<file path="src/cpr_pkg.sv">
// Shared types and constants for the clock page replacement unit.
// No dependencies; imported by every module of the block.
package cpr_pkg;

  localparam int unsigned PAGE_W  = 16;
  localparam int unsigned INDEX_W = 4;
  localparam int unsigned COUNT_W = 16;
  localparam int unsigned CFG_W   = 5;

  localparam logic [CFG_W-1:0]   CFG_RESET = 5'd16;
  localparam logic [COUNT_W-1:0] COUNT_MAX = 16'hFFFF;

  typedef struct packed {
    logic [PAGE_W-1:0] page_number;
    logic              end_of_run;
  } cpr_in_t;

  typedef struct packed {
    logic               hit;
    logic               fault;
    logic [INDEX_W-1:0] frame_index;
    logic [COUNT_W-1:0] fault_count;
  } cpr_out_t;

  // controller -> datapath
  typedef struct packed {
    logic accept;
    logic lookup;
    logic sweep;
    logic emit;
  } cpr_cmd_t;

  // datapath -> controller
  typedef struct packed {
    logic need_sweep;
    logic victim_found;
    logic out_free;
  } cpr_sts_t;

endpackage

</file>
<file path="src/cpr_ctrl.sv">
// Sequencer of the clock page replacement unit: accept, lookup, hand sweep, emit.
// Depends on cpr_pkg for the command and status structs.
module cpr_ctrl import cpr_pkg::*; (
  input  logic     clk_i,
  input  logic     rst_ni,
  input  logic     in_valid_i,
  output logic     in_stall_o,
  input  cpr_sts_t sts_i,
  output cpr_cmd_t cmd_o
);

  typedef enum logic [3:0] {
    ST_IDLE   = 4'b0001,
    ST_LOOKUP = 4'b0010,
    ST_SWEEP  = 4'b0100,
    ST_EMIT   = 4'b1000
  } state_e;

  state_e state_q, state_d;

  assign in_stall_o = (state_q != ST_IDLE);

  always_comb begin
    state_d = state_q;
    cmd_o   = '0;
    case (state_q)
      ST_IDLE: begin
        if (in_valid_i) begin
          cmd_o.accept = 1'b1;
          state_d      = ST_LOOKUP;
        end
      end
      ST_LOOKUP: begin
        cmd_o.lookup = 1'b1;
        if (sts_i.need_sweep) begin
          state_d = ST_SWEEP;
        end else if (sts_i.out_free) begin
          state_d = ST_IDLE;
        end else begin
          state_d = ST_EMIT;
        end
      end
      ST_SWEEP: begin
        cmd_o.sweep = 1'b1;
        if (sts_i.victim_found) begin
          state_d = sts_i.out_free ? ST_IDLE : ST_EMIT;
        end
      end
      ST_EMIT: begin
        cmd_o.emit = 1'b1;
        if (sts_i.out_free) begin
          state_d = ST_IDLE;
        end
      end
      default: begin
        state_d = ST_IDLE;
      end
    endcase
  end

  always_ff @(posedge clk_i or negedge rst_ni) begin
    if (!rst_ni) begin
      state_q <= ST_IDLE;
    end else begin
      state_q <= state_d;
    end
  end

endmodule

</file>
<file path="src/cpr_datapath.sv">
// Frame store, use bits, hand, counters and output register of the clock unit.
// Depends on cpr_pkg; driven by cpr_ctrl through cpr_cmd_t.
module cpr_datapath import cpr_pkg::*; #(
  parameter int unsigned FRAMES    = 16,
  parameter int unsigned PAGE_BITS = 16
) (
  input  logic             clk_i,
  input  logic             rst_ni,
  input  logic             cfg_we_i,
  input  logic [CFG_W-1:0] cfg_wdata_i,
  input  cpr_in_t          in_data_i,
  input  cpr_cmd_t         cmd_i,
  output cpr_sts_t         sts_o,
  output logic             out_valid_o,
  input  logic             out_stall_i,
  output cpr_out_t         out_data_o
);

  localparam int unsigned PW   = (PAGE_BITS < PAGE_W) ? PAGE_BITS : PAGE_W;
  localparam int unsigned FIDX = (FRAMES > 1) ? $clog2(FRAMES) : 1;
  localparam int unsigned CW   = $clog2(FRAMES + 1);
  localparam int unsigned NW   = (CW > CFG_W) ? CW : CFG_W;

  logic [CFG_W-1:0]   cfg_q;
  logic [PW-1:0]      page_q;
  logic               eor_q;
  logic [PW-1:0]      frame_q [FRAMES];
  logic [FRAMES-1:0]  use_q, use_d;
  logic [NW-1:0]      filled_q, filled_d;
  logic [FIDX-1:0]    hand_q, hand_d;
  logic [COUNT_W-1:0] faults_q, faults_d, faults_inc;
  cpr_out_t           hold_q, res;
  cpr_out_t           out_q;
  logic               out_valid_q;

  logic [NW-1:0]      n_act, cfg_ext, hand_inc;
  logic [FIDX-1:0]    hand_nxt, hit_idx, where;
  logic [FRAMES-1:0]  match;
  logic               found, full, hand_use, commit, out_free, load_out;
  logic               frame_we;

  // active frame count, clamped to 1..FRAMES
  always_comb begin
    cfg_ext = NW'(cfg_q);
    if (cfg_q == '0) begin
      n_act = NW'(1);
    end else if (cfg_ext > NW'(FRAMES)) begin
      n_act = NW'(FRAMES);
    end else begin
      n_act = cfg_ext;
    end
  end

  assign hand_inc = NW'(hand_q) + NW'(1);
  assign hand_nxt = (hand_inc >= n_act) ? '0 : hand_inc[FIDX-1:0];

  // parallel compare against filled frames, lowest match wins
  always_comb begin
    hit_idx = '0;
    for (int i = FRAMES - 1; i >= 0; i--) begin
      match[i] = (frame_q[i] == page_q) && (NW'(i) < filled_q) && (NW'(i) < n_act);
      if (match[i]) begin
        hit_idx = FIDX'(i);
      end
    end
  end

  assign found      = |match;
  assign full       = !(filled_q < n_act);
  assign hand_use   = use_q[hand_q];
  assign faults_inc = (faults_q == COUNT_MAX) ? faults_q : faults_q + 1'b1;

  assign out_free = !out_valid_q || !out_stall_i;
  assign commit   = (cmd_i.lookup && !(!found && full)) || (cmd_i.sweep && !hand_use);
  assign load_out = out_free && (commit || cmd_i.emit);

  assign sts_o.need_sweep   = cmd_i.lookup && !found && full;
  assign sts_o.victim_found = !hand_use;
  assign sts_o.out_free     = out_free;

  always_comb begin
    use_d    = use_q;
    filled_d = filled_q;
    hand_d   = hand_q;
    faults_d = faults_q;
    where    = '0;
    frame_we = 1'b0;
    res      = '0;
    res.fault_count = faults_q;

    if (cmd_i.accept) begin
      // hand beyond a lowered count wraps before use
      if (NW'(hand_q) >= n_act) begin
        hand_d = '0;
      end
    end else if (cmd_i.lookup) begin
      if (found) begin
        where        = hit_idx;
        use_d[where] = 1'b1;
        res.hit      = 1'b1;
      end else if (!full) begin
        where        = filled_q[FIDX-1:0];
        frame_we     = 1'b1;
        use_d[where] = 1'b1;
        filled_d     = filled_q + NW'(1);
        hand_d       = hand_nxt;
      end
    end else if (cmd_i.sweep) begin
      if (hand_use) begin
        use_d[hand_q] = 1'b0;
        hand_d        = hand_nxt;
      end else begin
        where           = hand_q;
        frame_we        = 1'b1;
        use_d[where]    = 1'b1;
        hand_d          = hand_nxt;
        faults_d        = faults_inc;
        res.fault       = 1'b1;
        res.fault_count = faults_inc;
      end
    end
    res.frame_index = INDEX_W'(where);

    if (commit && eor_q) begin
      use_d    = '0;
      filled_d = '0;
      hand_d   = '0;
      faults_d = '0;
    end
  end

  always_ff @(posedge clk_i or negedge rst_ni) begin
    if (!rst_ni) begin
      cfg_q       <= CFG_RESET;
      use_q       <= '0;
      filled_q    <= '0;
      hand_q      <= '0;
      faults_q    <= '0;
      out_valid_q <= 1'b0;
    end else begin
      if (cfg_we_i) begin
        cfg_q <= cfg_wdata_i;
      end
      use_q    <= use_d;
      filled_q <= filled_d;
      hand_q   <= hand_d;
      faults_q <= faults_d;
      if (load_out) begin
        out_valid_q <= 1'b1;
      end else if (!out_stall_i) begin
        out_valid_q <= 1'b0;
      end
    end
  end

  always_ff @(posedge clk_i) begin
    if (cmd_i.accept) begin
      page_q <= in_data_i.page_number[PW-1:0];
      eor_q  <= in_data_i.end_of_run;
    end
    if (frame_we) begin
      frame_q[where] <= page_q;
    end
    if (commit) begin
      hold_q <= res;
    end
    if (load_out) begin
      out_q <= commit ? res : hold_q;
    end
  end

  assign out_valid_o = out_valid_q;
  assign out_data_o  = out_q;

endmodule

</file>
<file path="src/clock_page_replacement_unit.sv">
// Clock (second-chance) page replacement unit. Each transfer on the input is one
// page reference; each produces exactly one result transfer with hit, fault, the
// frame holding the page and the running fault count. A hit or a fill of an empty
// frame goes through accept, then a parallel compare over the filled frames. A miss
// with all frames full goes on into a sweep in which the hand passes and clears set
// use bits (at most the active frame count) until it finds a clear one to replace;
// the hand steps one frame per cycle. References are processed one at a time; a finished result
// goes to the output register. If that register still holds a stalled result, the
// new one waits in a holding register and the unit stays busy, in its emit state,
// for as long as the output stays stalled.
// Depends on cpr_pkg, cpr_ctrl and cpr_datapath.
module clock_page_replacement_unit import cpr_pkg::*; #(
  parameter int unsigned FRAMES    = 16,
  parameter int unsigned PAGE_BITS = 16
) (
  input  logic             clk_i,
  input  logic             rst_ni,
  input  logic             cfg_we_i,
  input  logic [CFG_W-1:0] cfg_wdata_i,
  input  logic             in_valid_i,
  output logic             in_stall_o,
  input  cpr_in_t          in_data_i,
  output logic             out_valid_o,
  input  logic             out_stall_i,
  output cpr_out_t         out_data_o
);

  cpr_cmd_t cmd;
  cpr_sts_t sts;

  cpr_ctrl u_ctrl (
    .clk_i      (clk_i),
    .rst_ni     (rst_ni),
    .in_valid_i (in_valid_i),
    .in_stall_o (in_stall_o),
    .sts_i      (sts),
    .cmd_o      (cmd)
  );

  cpr_datapath #(
    .FRAMES    (FRAMES),
    .PAGE_BITS (PAGE_BITS)
  ) u_dp (
    .clk_i       (clk_i),
    .rst_ni      (rst_ni),
    .cfg_we_i    (cfg_we_i),
    .cfg_wdata_i (cfg_wdata_i),
    .in_data_i   (in_data_i),
    .cmd_i       (cmd),
    .sts_o       (sts),
    .out_valid_o (out_valid_o),
    .out_stall_i (out_stall_i),
    .out_data_o  (out_data_o)
  );

endmodule

</file>
<file path="config.mk">
export PLATFORM = sky130hd
export DESIGN_NAME = clock_page_replacement_unit
export DESIGN_NICKNAME = d
export VERILOG_FILES = /design/src/cpr_pkg.sv /design/src/cpr_ctrl.sv /design/src/cpr_datapath.sv /design/src/clock_page_replacement_unit.sv
export SDC_FILE = /design/constraint.sdc
export NUM_CORES = 1
export LEC_CHECK = 0
export ABC_CLOCK_PERIOD_IN_PS = 13170
export BUFFER_PORTS_ARGS = -buffer_cell sky130_fd_sc_hd__buf_2
export CAP_MARGIN = 30
export CORE_MARGIN = 8
export CORE_UTILIZATION = 35
export CTS_BUF_LIST = sky130_fd_sc_hd__clkbuf_8
export CTS_CLUSTER_SIZE = 14
export DETAILED_ROUTE_END_ITERATION = 8
export PLACE_DENSITY_LB_ADDON = 0.12
export SETUP_SLACK_MARGIN = 0.5
export SYNTH_ARGS = -nofsm -noshare
export SYNTH_HDL_FRONTEND = slang
export SYNTH_HIERARCHICAL = 1
export SYNTH_SLANG_ARGS = --single-unit
export TNS_END_PERCENT = 1
</file>
<file path="constraint.sdc">
create_clock -name clk_i -period 13.17 [get_ports clk_i]
set_input_delay 0.6585 -clock clk_i [delete_from_list [all_inputs] [get_ports clk_i]]
set_output_delay 0.6585 -clock clk_i [all_outputs]
set_load 0.01 [all_outputs]
</file>
# After elaboration in Yosys (flattened, before gate mapping)
# Memory sizes are Yosys's and may differ from the RTL's.
# Index checks and enable logic that the tools add are counted.
# classes
muxes	84
n_eq_ne	32
n_addsub	3
magnitude_cmp	42
n_reduce_logical	61
bitwise	5
# op_table
cell	n
16-bit equality test	16
16-bit 2-to-1 mux	13
4-bit 2-to-1 mux	35
4-bit by 5-bit < comparator with 1-bit output, first input constant	16
16-bit bitwise OR	3
1-bit logical AND	42
3-bit by 5-bit < comparator with 1-bit output, first input constant	8
5-bit 2-to-1 mux	7
1-bit 2-to-1 mux	22
22-bit 2-to-1 mux	1
1-bit by 5-bit < comparator with 1-bit output, first input constant	4
2-bit by 5-bit < comparator with 1-bit output, first input constant	4
16-bit by 1-bit adder with 16-bit output, second input constant	1
16-bit bitwise AND	1
16-bit equality test, second input constant	1
16-bit NOT	1
4-bit case mux with 4 select lines	1
16-bit OR reduction	1
4-bit by 5-bit < comparator with 1-bit output, second input constant	3
1-bit demux with 4-bit select	3
4-bit by 1-bit greater-or-equal comparator with 1-bit output, second input constant	3
4-bit inequality test, second input constant	3
4-bit AND reduction	2
1-bit zero test	6
22 further kinds	30
# word_totals
mem_bits_rw	256
in_bits	27
out_inout_bits	24
register_bits	112
mem_count	1
word_cells	245
# mem_list
memory	words	width	rd	rd_clocked_by_memory_dff	write_ports	line_no	rtl
u_dp.frame_q	16	16	16	0	1	cpr_datapath.sv:27	logic [PW-1:0] frame_q [FRAMES];

# Depth between registers and ports, before layout
# Gate-level depths: netlist (run 1).
# logic_depth
word_depth	30
depth_mapped	14
depth_no_buf	13

# Hierarchy
# Netlist (run 1), hierarchy kept.
# by_module_without_submodules
module	area_per_inst_um2	cells_per_inst	instances
cpr_datapath	17877.1	1430	1
cpr_ctrl	256.5	25	1

# Least setup slack after synthesis (run 1)
# No wires, ideal clock.
# synth_path
path_kind	register to register
from	register u_ctrl.state_q[0]
to	memory u_dp/frame_q[11][0] (netlist bit) (enable)
n_path_buf	1
path_stages_with_launch	12
t_required_ps	12761
arrival_ps	4606
path_slack_ps	8155
path_cell_list	dfstp_2 > or4b_1 > nor2_1 > clkinv_1 > nand2_1 > nor2_1 > and2_1 > buf_2 > nand2_1 > o211ai_2 > a21o_1 > nor3_1
# synth_rtl
item	line_no	rtl
from (decl)	cpr_ctrl.sv:19	state_e state_q, state_d;
from (signal assigned)	cpr_ctrl.sv:65	state_q <= state_d;
to (decl)	cpr_datapath.sv:27	

# Worst setup path after layout (run 1)
# layout_path
from	register u_dp.cfg_q[4] (netlist: u_dp/cfg_ext[4])
to	memory u_dp/frame_q[7][6] (netlist bit) (enable)
# layout_via
elab_chain_cells	24
# layout_lines
item	line_no	rtl
from (decl)	cpr_datapath.sv:24	logic [CFG_W-1:0] cfg_q;
from (signal assigned)	cpr_datapath.sv:142	cfg_q <= cfg_wdata_i;
5-bit > comparator	cpr_datapath.sv:47	end else if (cfg_ext > NW'(FRAMES)) begin
5-bit 2-to-1 mux	cpr_datapath.sv:47	
5-bit 2-to-1 mux (*)	cpr_datapath.sv:45	if (cfg_q == '0) begin
4-bit by 5-bit < comparator with 1-bit output	cpr_datapath.sv:61	match[i] = (frame_q[i] == page_q) && (NW'(i) < filled_q) && (NW'(i) < n_act);
1-bit logical AND	cpr_datapath.sv:61	
4-bit 2-to-1 mux (16 in series)	cpr_datapath.sv:62	if (match[i]) begin
4-bit 2-to-1 mux	cpr_datapath.sv:97	if (found) begin
4-bit 2-to-1 mux	cpr_datapath.sv:96	end else if (cmd_i.lookup) begin
4-bit 2-to-1 mux	cpr_datapath.sv:91	if (cmd_i.accept) begin
# Mark *: on every way between the ends. The rest lies on a longest branch, timed or not.

==> flow_summary.toml, run 1 <==
[status]
status = "finished clean"

[critical_path]
endpoint_kind = "flop"
r2r_cells = 11
crit_arrival_ps = 5030
r2r_end = "u_dp/frame_q[7][6]"
critPathMaxFanout = 15
crit-reg2reg-launch = "u_dp/cfg_ext[4]"
critPathMaxStageDelay_ps = 730
crit_top_cell = "o211ai_1"
cp.required_ps = 13490
worst-r2r-setup-slack_ps = 8470
path_cells = "inv_1, a2bb2oi_1, or4bb_1, or2_2, and2_1, o311ai_1, a31oi_1, o211ai_1, o211ai_1, nor2_1, buf_4"
critPathKind = "reg2reg"
startpoint_type = "flop"
crit_slowest_cell = "dfstp_2"

[clocking]
cts_setup_buffers = 0
cts_buffers = 66
clock_latency_ps = 640
path_clk_slew_ps = 60
clk_path_buf_depth = 3
cts-root-buf = "clkbuf_8"
htree_levels = 3
cts_tree = "yes"
clock-sinks = 368

[synthesis]
synth_fp_nets = 1504
synth_top_area_share_pct = 48.9
syn_area_mm2 = 0.0181
yosysMostFrequentCell = "edfxtp_1"
syn_inst = 1455
muxShareOfSynthArea_pct = 1.26
synth_xor_area_share_pct = 13.4
synth-main-ff-cell = "edfxtp_1"
synth_top_family_by_area = "simple AND/OR/NAND/NOR gates"
ys_warn_count = 6
synth_adder_area_share_pct = 1.52
synth.area.top_cells = "edfxtp_1 (49%), xnor2_1 (7.1%), dfrtp_1 (6.8%)"
synth_common_cells = "edfxtp_1 (295), xnor2_1 (148), xor2_1 (123), nor2_1 (114), nand2_1 (103)"
async_flop_share_pct = 13.9
synth_compound_area_share_pct = 6.54
yosysSeqAreaShare_pct = 58.3
synth_edf_count = 295
synth-seq-cells = 368
synth.distinct_cells = 95
synth_simple_gate_area_share_pct = 16.0
syn_avg_cell_area_um2 = 12.5
synth_top_area_cell = "edfxtp_1"

[global_routing]
grt_pass1_vias = 11956
grt_pass1_wl_mm = 74.5
grt_max_degree = 43
antenna_found_initial = 0
grtUsageTotal_pct = 16.4
overflow = 0

[cells_and_area]
drive_above_1_share_pct = 14.4
seq_area_mm2 = 0.0106
area_delta_synth_final_pct = 12.2
finalNetCount = 1601
diodes = 0
fillers = 4900
multiInputGateArea_mm2 = 0.00705

[sta]
timing.final.crit_period_ps = 4700
slew_viol_final = 0
worst_pin_slew_ps = 931
timing.final.crit_share_pct = 35.7
hold_viol_final = 0
maxSlewHeadroom_pct = 37.3
rsz0062_at_grt = "no"
fin_setup_tns_ps = 0
finalClockSkew_ps = 32.4
setup_viol = 0
clock.fmax_mhz = 213
hold_ws_ps = 200

[min_path]
worstHoldStart = "in_data_i[1]"
worstHoldEndpoint = "u_dp/page_q[0]"
whs_path_depth = 1
min_path_type = "in2reg"

[placement]
gp_congestion = 0.860
port_buffers = 50
hpwl_mm = 32.3

[floorplan]
die_height_um = 244
core_area_mm2 = 0.0513
rows = 83
die_area_mm2 = 0.0594
initial_core_util_pct = 35.3
die_w_um = 244
io_pins = 51

[route]
drt_iter0_markers = 948
drt_wl_total_mm = 49.3
wire_per_inst_um = 21.6
via_per_inst = 5.24
drc_errors = 0
num_vias = 11943
drtAntennaViolNets = 0
first_pass_iters = 5

[pwr]
p_per_area_mw_per_mm2 = 142
peakVddDrop_mv = 0.0719
power_leakage_uw = 0.00708

[flow_run]
maxCapViolations = 0
[layer usage]
layer | track usage (%) | up-vias | part of all wire (%)
li1 | - | 5600 | -
met3 | 3.88 | 94 | 5.8
met4 | 6.12 | 0 | 2.9
met2 | 24.6 | 349 | 44
met1 | 22.8 | 5900 | 48
met5 | 0 | - | 0
[timing repair]
| item | in CTS | in global routing |
|---|---|---|
| hold buffers | 1 | 0 |
| endpoints found under the hold margin | 8 | 0 |
| gates resized for setup | 0 | 0 |
[layout by cell type (no fill, tap or decap), types with 6 or more instances in the layout]
master,instances
a211oi_1,14
nand3_1,40
edfxtp_1,295
xnor2_1,148
a22oi_1,12
a21oi_1,42
clkbuf_8,72
dfrtp_1,49
a31oi_1,9
nand2b_1,7
nor2_1,113
buf_2,51
or2_2,7
dfxtp_1,22
o21ai_0,21
xor2_1,123
nor3_1,22
nor4_1,44
a221o_1,7
nor2b_1,12
or4_1,8
mux2_2,6
ha_1,22
nor4b_1,10
or3_1,9
a21o_1,7
and2_1,13
buf_4,41
clkinv_1,11
nand2_1,103
inv_1,43
nand4_1,63
clkinv_2,6
mux2i_1,6
and3_1,12
o211ai_1,6
[layout make-up]
class                   count  area share (%)
well taps                 680            4.18
flip-flops and latches    368            52.0
repair buffers             93            2.82
clock buffers              72            4.87
clock inverters            45            1.10
multi-input cells        1003            34.7
inverters                  20           0.369
[registers in the layout, summed over array words and instances (netlist names), 5 cells and up]
register,cells
u_dp/out_data_o,22
u_dp/filled_q,5
u_dp/cfg_ext,5
u_dp/frame_q,256
u_dp/use_q,16
u_dp/page_q,16
u_dp/hold_q,22
u_dp/faults_q,16
[power breakdown]
group | internal (uW) | switching, uW | leakage (uW)
registers | 1340 | 66.4 | 0.00353
logic | 165 | 309 | 0.00284
clock network | 524 | 481 | 0.000714
total | 2030 | 856 | 0.00708
[worst max path at each step]
| stage | startpoint | endpoint | slack (ps) | cells past startpoint |
|---|---|---|---|---|
| 2_1_floorplan | u_ctrl/state_q[0] | u_dp/frame_q[11][0] | 8150 | 11 |
| 3_3_place_gp | u_dp/cfg_ext[4] | u_dp/frame_q[7][11] | 7880 | 10 |
| 3_5_place_dp | u_dp/filled_q[2] | u_dp/frame_q[7][11] | 8470 | 11 |
| 4_1_cts | u_dp/filled_q[2] | u_dp/frame_q[7][9] | 8460 | 11 |
| 5_1_grt | u_dp/filled_q[2] | u_dp/frame_q[7][6] | 8170 | 11 |
| 6_report | u_dp/cfg_ext[4] | u_dp/frame_q[7][6] | 8470 | 11 |
[through the flow]
stage | util (%) | instances | worst slack (ps) | power, uW | cell area [um^2]
finish | 39.7 | 2281 | 8470 | 2880 | 20300
global route | 39.7 | 2281 | 8170 | 3030 | 20300
CTS | 39.7 | 2281 | 8460 | 2930 | 20300
detailed placement | 37.3 | 2163 | 8470 | 1900 | 19100
global placement | 37.2 | 2161 | 7880 | 1900 | 19100
floorplan | - | 1455 | 8150 | 1730 | 18100
[kinds of logic (layout without fill, tap and decap cells)]
logic type | after synthesis | in the layout
adders and majority gates | 22 | 22
xor gates and xnor gates | 275 | 275
and+or+nand+nor | 522 | 522
muxes | 17 | 17
DFF | 368 | 368
AOI/OAI and AO/OA | 167 | 167
buffers and inverters | 84 | 230
[worst max-delay path, delay by kind of cell, from the launching register on]
| family | cells | cell delay [ps] |
|---|---|---|
| flops | 1 | 730 |
| buf+inv | 2 | 510 |
| compound gates | 5 | 1640 |
| simple gates | 4 | 1480 |
Note: power is estimated with default switching activity, not from simulation.
==> run 2: changes to the inputs <==
--- a/config.mk
+++ b/config.mk
@@ -5,7 +5,7 @@
 export SDC_FILE = /design/constraint.sdc
 export NUM_CORES = 1
 export LEC_CHECK = 0
-export ABC_CLOCK_PERIOD_IN_PS = 13170
+export ABC_CLOCK_PERIOD_IN_PS = 4800
 export BUFFER_PORTS_ARGS = -buffer_cell sky130_fd_sc_hd__buf_2
 export CAP_MARGIN = 30
 export CORE_MARGIN = 8
==> constraint.sdc (replaced) <==
create_clock -name clk_i -period 4.8 [get_ports clk_i]
set_input_delay 0.24 -clock clk_i [delete_from_list [all_inputs] [get_ports clk_i]]
set_output_delay 0.24 -clock clk_i [all_outputs]
set_load 0.01 [all_outputs]
==> run 2 against run 1 <==
Against the previous run:
- cell count is 4.0% higher
- fmax is 13% higher
- utilization is 1.8 points higher
- cell area is 4.6% higher
- critical path depth is 2 higher
- critical path type unchanged
- largest cell class unchanged
- clock power grew to 2.9 times the previous value
- power grew to 2.8 times the previous value
- highest routed layer unchanged
- die area stayed put
- count of clock-buffer cells in the layout is 2 higher
==> flow_summary.toml, run 2 (synthesized netlist as in run 1, its figures left out) <==
[cells_and_area]
largest_reg_flops = 256
seq_area_mm2 = 0.0106
layout_commonest_cell = "edfxtp_1"
final_cell_mix = "edfxtp_1 (295), xnor2_1 (148), xor2_1 (123)"
diodes = 0
fin_util_pct = 41.5
largest_register = "u_dp/frame_q"
finalNetCount = 1686
drive_above_1_share_pct = 17.8
final_cell_count_no_fill = 2372
multiInputGateArea_mm2 = 0.00710
final_cell_area_mm2 = 0.0213
fillers = 4899
area_delta_synth_final_pct = 17.4

[pwr]
peakVddDrop_mv = 0.268
p_clk_share_pct = 35.8
power_leakage_uw = 0.00755
p_int_uw = 5760
pwr-share-comb_pct = 17.7
p_sw_share_pct = 29.8
switching_power_uw = 2440
seq_power_share_pct = 46.5
p_per_area_mw_per_mm2 = 385
p_total_uw = 8200

[critical_path]
crit_slowest_cell = "edfxtp_1"
critPathMaxFanout = 16
startpoint_type = "flop"
worst-r2r-setup-slack_ps = 630
critPathKind = "reg2reg"
critPathMaxStageDelay_ps = 690
crit_arrival_ps = 4510
path_cells = "buf_4, buf_4, xor2_1, nor4_1, nand4_1, or2_2, nand2_1, a211oi_1, o31a_1, a21o_1, a21o_1, nor3_2, buf_4"
crit_top_cell = "buf_4"
cp.required_ps = 5140
endpoint_kind = "flop"

[placement]
gp_congestion = 0.853
post-place-cells = 2210
port_buffers = 50
hpwl_mm = 36.3
placed_area_mm2 = 0.0195

[global_routing]
grt_max_degree = 52
overflow = 0
antenna_found_initial = 0
grt_pass1_vias = 12307
grtUsageTotal_pct = 17.3
grt_pass1_wl_mm = 78.6

[sta]
setup_viol = 0
slew_viol_final = 0
hold_viol_final = 0
maxSlewHeadroom_pct = 35.0
finalClockSkew_ps = 41.5
rsz0062_at_grt = "yes"
clock.fmax_mhz = 240
timing.final.crit_period_ps = 4170
fin_setup_tns_ps = 0
timing.final.crit_share_pct = 86.9
worst_pin_slew_ps = 966

[status]
status = "finished clean"

[route]
via_per_inst = 5.19
first_pass_iters = 5
drt_iter0_markers = 1121
drt_wl_total_mm = 52.0
wire_per_inst_um = 21.9
drtAntennaViolNets = 0
num_vias = 12314
drc_errors = 0

[floorplan]
die_w_um = 244
core_area_mm2 = 0.0513
die_height_um = 244
io_pins = 51
rows = 83
die_area_mm2 = 0.0594
initial_core_util_pct = 35.3

[min_path]
min_path_type = "in2async"

[clocking]
clock-sinks = 368
cts-root-buf = "clkbuf_8"
cts_buffers = 69
path_clk_slew_ps = 60
cts_tree = "yes"
htree_levels = 3
clk_path_buf_depth = 3
clock_latency_ps = 650

[flow_run]
maxCapViolations = 0
## run 2: final timing paths
check	cells after the start	endpoint	from
hold reg to reg	2	u_dp/hold_q[16]	u_dp/hold_q[16]
hold / removal	3	u_dp/cfg_ext[3]	rst_ni
max in group asynchronous	3	u_dp/use_q[5]	rst_ni
setup / recovery	13	u_dp/frame_q[11][3]	u_dp/page_q[0]
setup reg to reg	13	u_dp/frame_q[11][3]	u_dp/page_q[0]
min in group clk_i	2	u_dp/page_q[4]	in_data_i[5]
## run 2: metrics by stage
| step | setup WS, ps | hold WS [ps] |
|---|---|---|
| 3_3_place_gp | 4.95 | 418 |
| 5_1_grt | 441 | 249 |
| 4_1_cts | 541 | 235 |
| 2_1_floorplan | 433 | -55.6 |
| 3_5_place_dp | 145 | 418 |
| 6_report | 627 | 274 |
## run 2: power by group through the flow
stage	sequential (uW)	combinational [uW]	clock, uW
floorplan	3840	921	0
global placement	3880	1410	0
detailed placement	3880	1400	0
CTS	3820	1440	3050
global route	3830	1600	3180
finish	3810	1450	2940
## run 2: cell type report
class                   instances  share of cell area [%]
clock buffers                  74                    4.78
repair buffers                175                    6.38
well taps                     680                    4.00
inverters                      20                   0.353
clock inverters                52                    1.44
flip-flops and latches        368                    49.7
multi-input cells            1003                    33.4
## run 2: worst max-delay path, delay by kind of cell (launching register included)
kind            cells  cell delay (ps)
simple gates        5             1220
flops               1              690
compound gates      4              930
xor+xnor            1              110
buf+inv             3              880
## run 2: per-layer routing
| metal | part of all wire (%) | global-route usage [%] | wire length [um] |
|---|---|---|---|
| met1 | 48 | 24.9 | 25000 |
| met2 | 45 | 26.3 | 23200 |
| met4 | 2.3 | 5.28 | 1220 |
| met5 | 0 | 0 | 0 |
| met3 | 5.0 | 3.23 | 2620 |
## run 2: repair_timing
| action | CTS | global route |
|---|---|---|
| pin swaps | 0 | 0 |
| hold endpoints to repair | 73 | 0 |
| resized for setup | 5 | 4 |
| setup endpoints to repair | 176 | 126 |
| hold buffers | 31 | 0 |
| setup buffers | 0 | 5 |
==> run 3: changes to the inputs <==
--- a/config.mk
+++ b/config.mk
@@ -13,7 +13,6 @@
 export CTS_BUF_LIST = sky130_fd_sc_hd__clkbuf_8
 export CTS_CLUSTER_SIZE = 14
 export DETAILED_ROUTE_END_ITERATION = 8
-export PLACE_DENSITY_LB_ADDON = 0.12
 export SETUP_SLACK_MARGIN = 0.5
 export SYNTH_ARGS = -nofsm -noshare
 export SYNTH_HDL_FRONTEND = slang
==> run 3 against run 2 <==
Against the previous run:
- fmax rose by 0.63%
- count of clock-buffer cells in the layout is 7 lower
- register-to-register slack gained 30 ps
- flip-flop and latch count unchanged
- power fell by 3.4%
- cell area decreased by 0.18%
- largest cell class unchanged
==> flow_summary.toml, run 3 (synthesized netlist as in run 1, its figures left out) <==
[critical_path]
endpoint_kind = "flop"
critPathKind = "reg2reg"
startpoint_type = "flop"
cp.required_ps = 5130
critPathMaxFanout = 16
crit_arrival_ps = 4480

[cells_and_area]
diodes = 0
layout_commonest_cell = "edfxtp_1"
area_delta_synth_final_pct = 17.2
largest_reg_flops = 256
final_cell_count_no_fill = 2366
final_cell_mix = "edfxtp_1 (295), xnor2_1 (148), xor2_1 (123)"
fin_util_pct = 41.4
final_cell_area_mm2 = 0.0212
drive_above_1_share_pct = 17.2
largest_register = "u_dp/frame_q"
finalNetCount = 1685

[pwr]
peakVddDrop_mv = 0.179
p_per_area_mw_per_mm2 = 373
p_total_uw = 7920
power_leakage_uw = 0.00754

[route]
drtAntennaViolNets = 0
drc_errors = 0
num_vias = 12411
first_pass_iters = 7
wire_per_inst_um = 20.3
via_per_inst = 5.25
drt_iter0_markers = 1137
drt_wl_total_mm = 48.0

[sta]
hold_viol_final = 0
fin_setup_tns_ps = 0
timing.final.crit_period_ps = 4150
timing.final.crit_share_pct = 86.4
setup_viol = 0
finalClockSkew_ps = 31.6
clock.fmax_mhz = 241
slew_viol_final = 0
worst_pin_slew_ps = 922
maxSlewHeadroom_pct = 37.7
rsz0062_at_grt = "no"

[flow_run]
maxCapViolations = 0

[floorplan]
core_area_mm2 = 0.0513
die_area_mm2 = 0.0594
io_pins = 51
die_w_um = 244
die_height_um = 244
initial_core_util_pct = 35.3
rows = 83

[clocking]
clock-sinks = 368
cts_resized = 0
htree_levels = 2
clk_path_buf_depth = 3
cts_buffers = 61
clock_latency_ps = 670
path_clk_slew_ps = 60
cts-root-buf = "clkbuf_8"
cts_tree = "yes"

[placement]
port_buffers = 50
hpwl_mm = 33.2
placed_area_mm2 = 0.0196
gp_congestion = 0.934
post-place-cells = 2206

[global_routing]
overflow = 0
grt_pass1_vias = 12227
grtUsageTotal_pct = 15.7
grt_max_degree = 52
antenna_found_initial = 0
grt_pass1_wl_mm = 73.6

[min_path]
min_path_type = "in2async"

[status]
status = "finished clean"
[run 3: cell count changes in the layout (fill, tap and decap cells not counted), sizes merged]
cell / change
clkbuf: -7
clkinv: -7
inv: +3
clkinvlp: -2
dlygate4sd3: -1
buf: +8
[run 3: metrics by stage]
| step | hold WS, ps | setup slack [ps] |
|---|---|---|
| global placement | 417 | 640 |
| finish | 249 | 654 |
| global route | 248 | 500 |
| floorplan | -55.6 | 433 |
| CTS | 224 | 563 |
| detailed placement | 418 | 598 |
[run 3: cell type report]
class | instances | area (um^2)
clock inverters | 46 | 265
clock buffers | 67 | 922
inverters | 20 | 75.1
multi-input cells | 1003 | 7050
well taps | 680 | 851
flip-flops and latches | 368 | 10600
fillers | 4817 | 30100
repair buffers | 182 | 1500
[run 3: worst paths after layout]
path	startpoint	cells past startpoint	slack [ps]	to
setup / recovery	u_dp/cfg_ext[4]	14	650	u_dp/frame_q[3][1]
hold / removal	rst_ni	3	250	u_dp/cfg_ext[2]
setup reg to reg	u_dp/cfg_ext[4]	14	650	u_dp/frame_q[3][1]
hold reg to reg	u_dp/hold_q[19]	2	440	u_dp/hold_q[19]
max in group asynchronous	rst_ni	3	4060	u_dp/faults_q[9]
min in group clk_i	in_data_i[0]	2	290	u_dp/eor_q
[run 3: power breakdown]
part           switching, uW  internal (uW)  total, uW
Combinational            880            551       1430
Sequential               145           3670       3810
Clock                   1280           1400       2680
[run 3: repair_timing]
item / CTS / global route
endpoints found under the setup margin: 0 / 182
hold buffers: 30 / 0
setup buffers: 0 / 17
endpoints found under the hold margin: 73 / 0
[run 3: critical path, cell delays in order (launching register included)]
cell and delay [ps]:
dfstp_2 590, buf_4 180, nor2_1 90, a22oi_1 650, nand3b_1 150, nor4bb_1 360, buf_4 200, nor3_1 60
o311ai_1 130, a31oi_1 320, o211ai_1 320, o211ai_1 140, buf_4 190, nor2_1 160, buf_4 260
[run 3: routing by layer]
layer / track usage (%) / wire length, um
met1: 22.1 / 22000
met2: 24.2 / 21600
met3: 3.05 / 3210
met4: 5.13 / 1180
met5: 0 / 0
